--- src/rwpd_pkg.sv ---
`timescale 1ns / 1ps
// Shared types, codes and a helper function for the RIFF/WAVE parser and downmix.
// Used by the datapath, the controller and the top level.
package rwpd_pkg;

   localparam int MAX_CHANNELS_DEF = 8;
   localparam int SUM_W            = 40;

   // result kinds
   localparam logic [1:0] KIND_SAMPLE = 2'd0;
   localparam logic [1:0] KIND_DONE   = 2'd1;
   localparam logic [1:0] KIND_FAIL   = 2'd2;

   // chunk and header tags, little-endian as gathered
   localparam logic [31:0] TAG_RIFF = 32'h4646_4952;
   localparam logic [31:0] TAG_WAVE = 32'h4556_4157;
   localparam logic [31:0] TAG_FMT  = 32'h2074_6D66;
   localparam logic [31:0] TAG_DATA = 32'h6174_6164;

   localparam logic [15:0] FMT_PCM   = 16'd1;
   localparam logic [15:0] FMT_FLOAT = 16'd3;
   localparam logic [15:0] BITS_16   = 16'd16;
   localparam logic [15:0] BITS_32   = 16'd32;
   localparam logic [31:0] FMT_MIN_SIZE = 32'd16;

   typedef struct packed {
      logic [7:0] file_byte;
      logic       end_of_input;
   } req_type;

   typedef struct packed {
      logic [1:0]         kind;
      logic signed [31:0] mono_sample;
      logic [31:0]        rate_hz;
      logic               last;
   } rsp_type;

   typedef struct packed {
      logic capture;
      logic commit;
      logic div_start;
      logic set_len;
      logic load_smp;
      logic load_tail;
      logic clear;
   } cmd_type;

   typedef struct packed {
      logic need_size;
      logic frame_done;
      logic div_done;
      logic tail_any;
      logic end_seen;
   } status_type;

   // IEEE single to Q1.31, truncating, saturating; NaN and subnormals give zero
   function automatic logic signed [31:0] float_to_q31(input logic [31:0] f);
      logic [7:0]  e;
      logic [23:0] m;
      logic [31:0] mag;
      logic [7:0]  rs;
      e   = f[30:23];
      m   = {1'b1, f[22:0]};
      mag = '0;
      rs  = 8'd119 - e;
      if (e == 8'hFF && f[22:0] != 23'd0) begin
         return '0;
      end
      if (e == 8'd0) begin
         return '0;
      end
      if (e >= 8'd127) begin
         return f[31] ? 32'sh8000_0000 : 32'sh7FFF_FFFF;
      end
      if (e >= 8'd119) begin
         mag = {8'd0, m} << (e - 8'd119);
      end else if (rs >= 8'd24) begin
         mag = '0;
      end else begin
         mag = {8'd0, m >> rs[4:0]};
      end
      return f[31] ? -$signed(mag) : $signed(mag);
   endfunction

endpackage

--- src/rwpd_ctrl.sv ---
`timescale 1ns / 1ps
// Controller: sequences byte capture, parse, divides and result hand-off.
// Depends on rwpd_pkg; commands the datapath rwpd_dp.
module rwpd_ctrl (
   input  logic                 clock,
   input  logic                 reset,
   input  logic                 req_valid,
   output logic                 req_stall,
   output logic                 rsp_valid,
   input  logic                 rsp_stall,
   input  rwpd_pkg::status_type st,
   output rwpd_pkg::cmd_type    cmd
);
   typedef enum logic [2:0] {
      S_IDLE, S_EXEC, S_DSIZE, S_DAVG, S_SMP, S_TAIL, S_TOUT, S_END
   } state_type;

   state_type state_ff, state_in;

   // next state and commands
   always_comb begin
      state_in = state_ff;
      cmd      = '0;
      case (state_ff)
         S_IDLE: begin
            if (req_valid) begin
               cmd.capture = 1'b1;
               state_in    = S_EXEC;
            end
         end
         S_EXEC: begin
            cmd.commit = 1'b1;
            if (st.need_size) begin
               cmd.div_start = 1'b1;
               state_in      = S_DSIZE;
            end else if (st.frame_done) begin
               cmd.div_start = 1'b1;
               state_in      = S_DAVG;
            end else begin
               state_in = S_TAIL;
            end
         end
         S_DSIZE: begin
            if (st.div_done) begin
               cmd.set_len = 1'b1;
               state_in    = S_TAIL;
            end
         end
         S_DAVG: begin
            if (st.div_done) begin
               cmd.load_smp = 1'b1;
               state_in     = S_SMP;
            end
         end
         S_SMP: begin
            if (!rsp_stall) begin
               state_in = S_TAIL;
            end
         end
         S_TAIL: begin
            if (st.tail_any) begin
               cmd.load_tail = 1'b1;
               state_in      = S_TOUT;
            end else begin
               state_in = S_END;
            end
         end
         S_TOUT: begin
            if (!rsp_stall) begin
               state_in = S_END;
            end
         end
         default: begin
            cmd.clear = st.end_seen;
            state_in  = S_IDLE;
         end
      endcase
   end

   always_ff @(posedge clock) begin
      if (reset) begin
         state_ff <= S_IDLE;
      end else begin
         state_ff <= state_in;
      end
   end

   assign req_stall = (state_ff != S_IDLE);
   assign rsp_valid = (state_ff == S_SMP) || (state_ff == S_TOUT);

   // one transaction in flight: no result while a byte may be taken
   a_one_item: assert property (@(posedge clock) disable iff (reset)
      rsp_valid |-> req_stall)
      else $error("result offered while input open");

   // a divide never starts for both frame length and average
   a_one_div: assert property (@(posedge clock) disable iff (reset)
      !(state_ff == S_EXEC && st.need_size && st.frame_done))
      else $error("two divides requested at once");

   // divider result does not appear the cycle after start
   a_div_lat: assert property (@(posedge clock) disable iff (reset)
      cmd.div_start |=> !st.div_done)
      else $error("divider finished too early");
endmodule

--- config.mk ---
export PLATFORM = sky130hd
export DESIGN_NAME = rwpd_ctrl
export DESIGN_NICKNAME = d
export VERILOG_FILES = /design/src/rwpd_pkg.sv /design/src/rwpd_ctrl.sv
export SDC_FILE = /design/constraint.sdc
export NUM_CORES = 1
export LEC_CHECK = 0
export BUFFER_PORTS_ARGS = -buffer_cell sky130_fd_sc_hd__buf_2
export CAP_MARGIN = 10
export CORE_AREA = 5 5 42 44
export DETAILED_ROUTE_END_ITERATION = 6
export DIE_AREA = 0 0 47 49
export PLACE_DENSITY = 0.49
export SETUP_SLACK_MARGIN = 0.05
export SYNTH_ARGS = -nofsm -noshare
export SYNTH_HDL_FRONTEND = slang
export SYNTH_SLANG_ARGS = --single-unit
--- constraint.sdc ---
create_clock -name clock -period 1.5 [get_ports clock]
set_input_delay 0.15 -clock clock [delete_from_list [all_inputs] [get_ports clock]]
set_output_delay 0.15 -clock clock [all_outputs]
set_load 0.1 [all_outputs]
==> impl_metrics.tcl <==
set metrics [dict create \
    wirelength_um 736 \
    ff2ff_setup_slack_ps 210 \
    required_ps 1350 \
    tightest_slew_ps 262 \
    crit_type "flop to output pin" \
    hold_path.class "input pin to flop" \
    startpoint_type "flop" \
    cts_buffers 3 \
    finalSetupViolCount 0 \
    ys.flop_type "dfxtp_1" \
    max_cap_violations 0 \
    port_buffers 17 \
    grt_pass1_vias 336 \
    gp_congestion 0.745 \
    yosys_warnings 0 \
    nFillCells 138 \
    syn_area_per_cell_sq_um 7.51 \
    cts_max_level 1 \
    finalHoldViolCount 0 \
    area_growth_pct 137 \
    holdWs_ps 105 \
    yosysSeqAreaShare_pct 22.2 \
    gr-total-overflow 0 \
    worstPathMaxFanout 10 \
    clkTransAtPathRegs_ps 30 \
    drive_gt1_share_pct 70.2 \
    reg2reg_to "state_ff[0]" \
    clk-insertion-delay-late_ps 230 \
    ctsHoldBuffers 0 \
    drt_iter0_drc 0 \
    rows 14 \
    p_per_area_nw_per_um2 1220 \
    dieArea_sq_um 2300 \
    worstHoldPathCells 2 \
    coreArea_sq_um 1400 \
    synth_area_sq_um 270 \
    largest_reg_flops 3 \
    yosys.cell_types.count 21 \
    end_kind "output pin" \
    cts_tree "done" \
    slew_headroom_pct 82.5 \
    synth_cells 36 \
    r2r-start "state_ff[0]" \
    async_flop_share_pct 0 \
    grt_pass1_wl_um 1400 \
    hold_path_end "state_ff[0]" \
    fin_crit_sh_pct 92.5 \
    final_max_slew_viol_count 0 \
    fin_nets 67 \
    synth_seq_cells 3 \
    place_hpwl_um 599 \
    regMostFlops "state_ff" \
    fin_area_sq_um 641 \
    peakVddDrop_v 0.000687 \
    cts_buffer_depth 2 \
    crit_arrival_ps 1240 \
    critPathLaunch "state_ff[1]" \
    track_usage_pct 8.11 \
    initial_core_util_pct 19.3 \
    die_h_um 49 \
    status "finished clean" \
    ff2ff_path_depth 4 \
    worst_clock_skew_ps 2.48 \
    synth_nets 45 \
    drt-pass1-iter-count 1 \
    p_leak_nw 0.253 \
    ios 18 \
    fin_tns_setup_ps 0 \
    vias 343 \
    antenna_cells 0 \
    antenna_found_initial 0 \
    grt_max_degree 18 \
    synth_edf_count 0 \
    hp-start "reset" \
    cts_root_buf "clkbuf_4" \
    viasPerCell 4.70 \
    wl_per_cell_um 10.1 \
    reg_top3 "state_ff (3)" \
    antenna_left 0 \
    drc 0 \
    rsz0062_at_grt "no" \
    dpl_cell_area_sq_um 578 \
    clock.fmax_mhz 721 \
    fp.dieW_um 47 \
    clkSinkCount 3 \
    fin_crit_ps 1390 \
]
report_power, final:
group | leakage [nW] | total, mW | internal, mW | switching [mW]
Sequential | 0.0267 | 0.138 | 0.0956 | 0.0420
Combinational | 0.211 | 0.509 | 0.209 | 0.300
Clock | 0.0150 | 0.137 | 0.0993 | 0.0373
Total | 0.253 | 0.783 | 0.404 | 0.379
layer usage:
metal	wire, um	vias up	track usage (%)
met2	345	14	11.3
met5	0	-	0
met1	329	153	10.6
met3	62	0	5.17
li1	-	176	-
met4	0	0	1.38
worst max-delay path, cell delays in order (launching register included):
cell and delay [ps]:
dfxtp_4 400, and2b_1 220, and3_2 230, buf_12 160
stage by stage:
stage          worst slack (ps)  util, %  power [mW]  std cells
2_1_floorplan              4.72        -       0.487         36
3_3_place_gp                181     41.3       0.621         66
3_5_place_dp                158     41.3       0.622         66
4_1_cts                    59.0     43.6       0.769         70
5_1_grt                    51.9     45.7       0.834         73
6_report                    112     45.7       0.783         73
worst max path at each step:
stage	endpoint
2_1_floorplan	cmd[6]
3_3_place_gp	state_ff[0]
3_5_place_dp	state_ff[0]
4_1_cts	cmd[1]
5_1_grt	cmd[1]
6_report	cmd[1]
cells in the final DEF, fill, tap and decap left out:
cell type / n
or3_4: 1
clkbuf_4: 3
mux2i_1: 1
nor2b_4: 1
nand2b_4: 2
a32o_1: 1
nor3b_4: 1
nor3_4: 3
nor2_1: 3
nand2_4: 1
and2b_1: 1
nor2_4: 2
o31ai_1: 1
and3_2: 1
a211oi_2: 1
o21ai_1: 1
clkbuf_1: 1
a21oi_1: 2
o21ai_0: 2
nand2_1: 3
buf_2: 8
buf_12: 9
dfxtp_4: 3
mux2_4: 1
buf_4: 3
a2bb2oi_1: 1
area by class of cell:
class | count | area (sq um) | area share [%]
clock buffer | 4 | 26.3 | 4.10
multi-input combinational | 30 | 280 | 43.8
sequential | 3 | 71.3 | 11.1
tap | 16 | 20.0 | 3.13
timing repair buffer | 20 | 243 | 37.9
cell usage after synthesis, types with 2 or more instances:
cell | instances | area (sq um)
a21oi_1 | 2 | 10.0
buf_2 | 2 | 10.0
dfxtp_1 | 3 | 60.1
nand2_1 | 4 | 15.0
nand2b_2 | 2 | 17.5
nor2_1 | 5 | 18.8
nor3_1 | 3 | 15.0
o21ai_0 | 2 | 10.0
kinds of logic (layout without fill, tap and decap cells):
kind of cell / count (synthesis) / in the layout / share of synthesized area (%)
AO/OA/AOI/OAI: 9 / 9 / 23.6
buffers and inverters: 3 / 24 / 7.87
flip-flops: 3 / 3 / 22.2
multiplexers: 2 / 2 / 9.26
AND/OR/NAND/NOR: 19 / 19 / 37.0
timing repair:
action / in CTS / in global routing
gates resized for setup: 3 / 2
setup endpoints to repair: 5 / 2
buffers inserted: 0 / 3
hold endpoints to repair: 0 / 0
(Power assumes the default switching activity.)
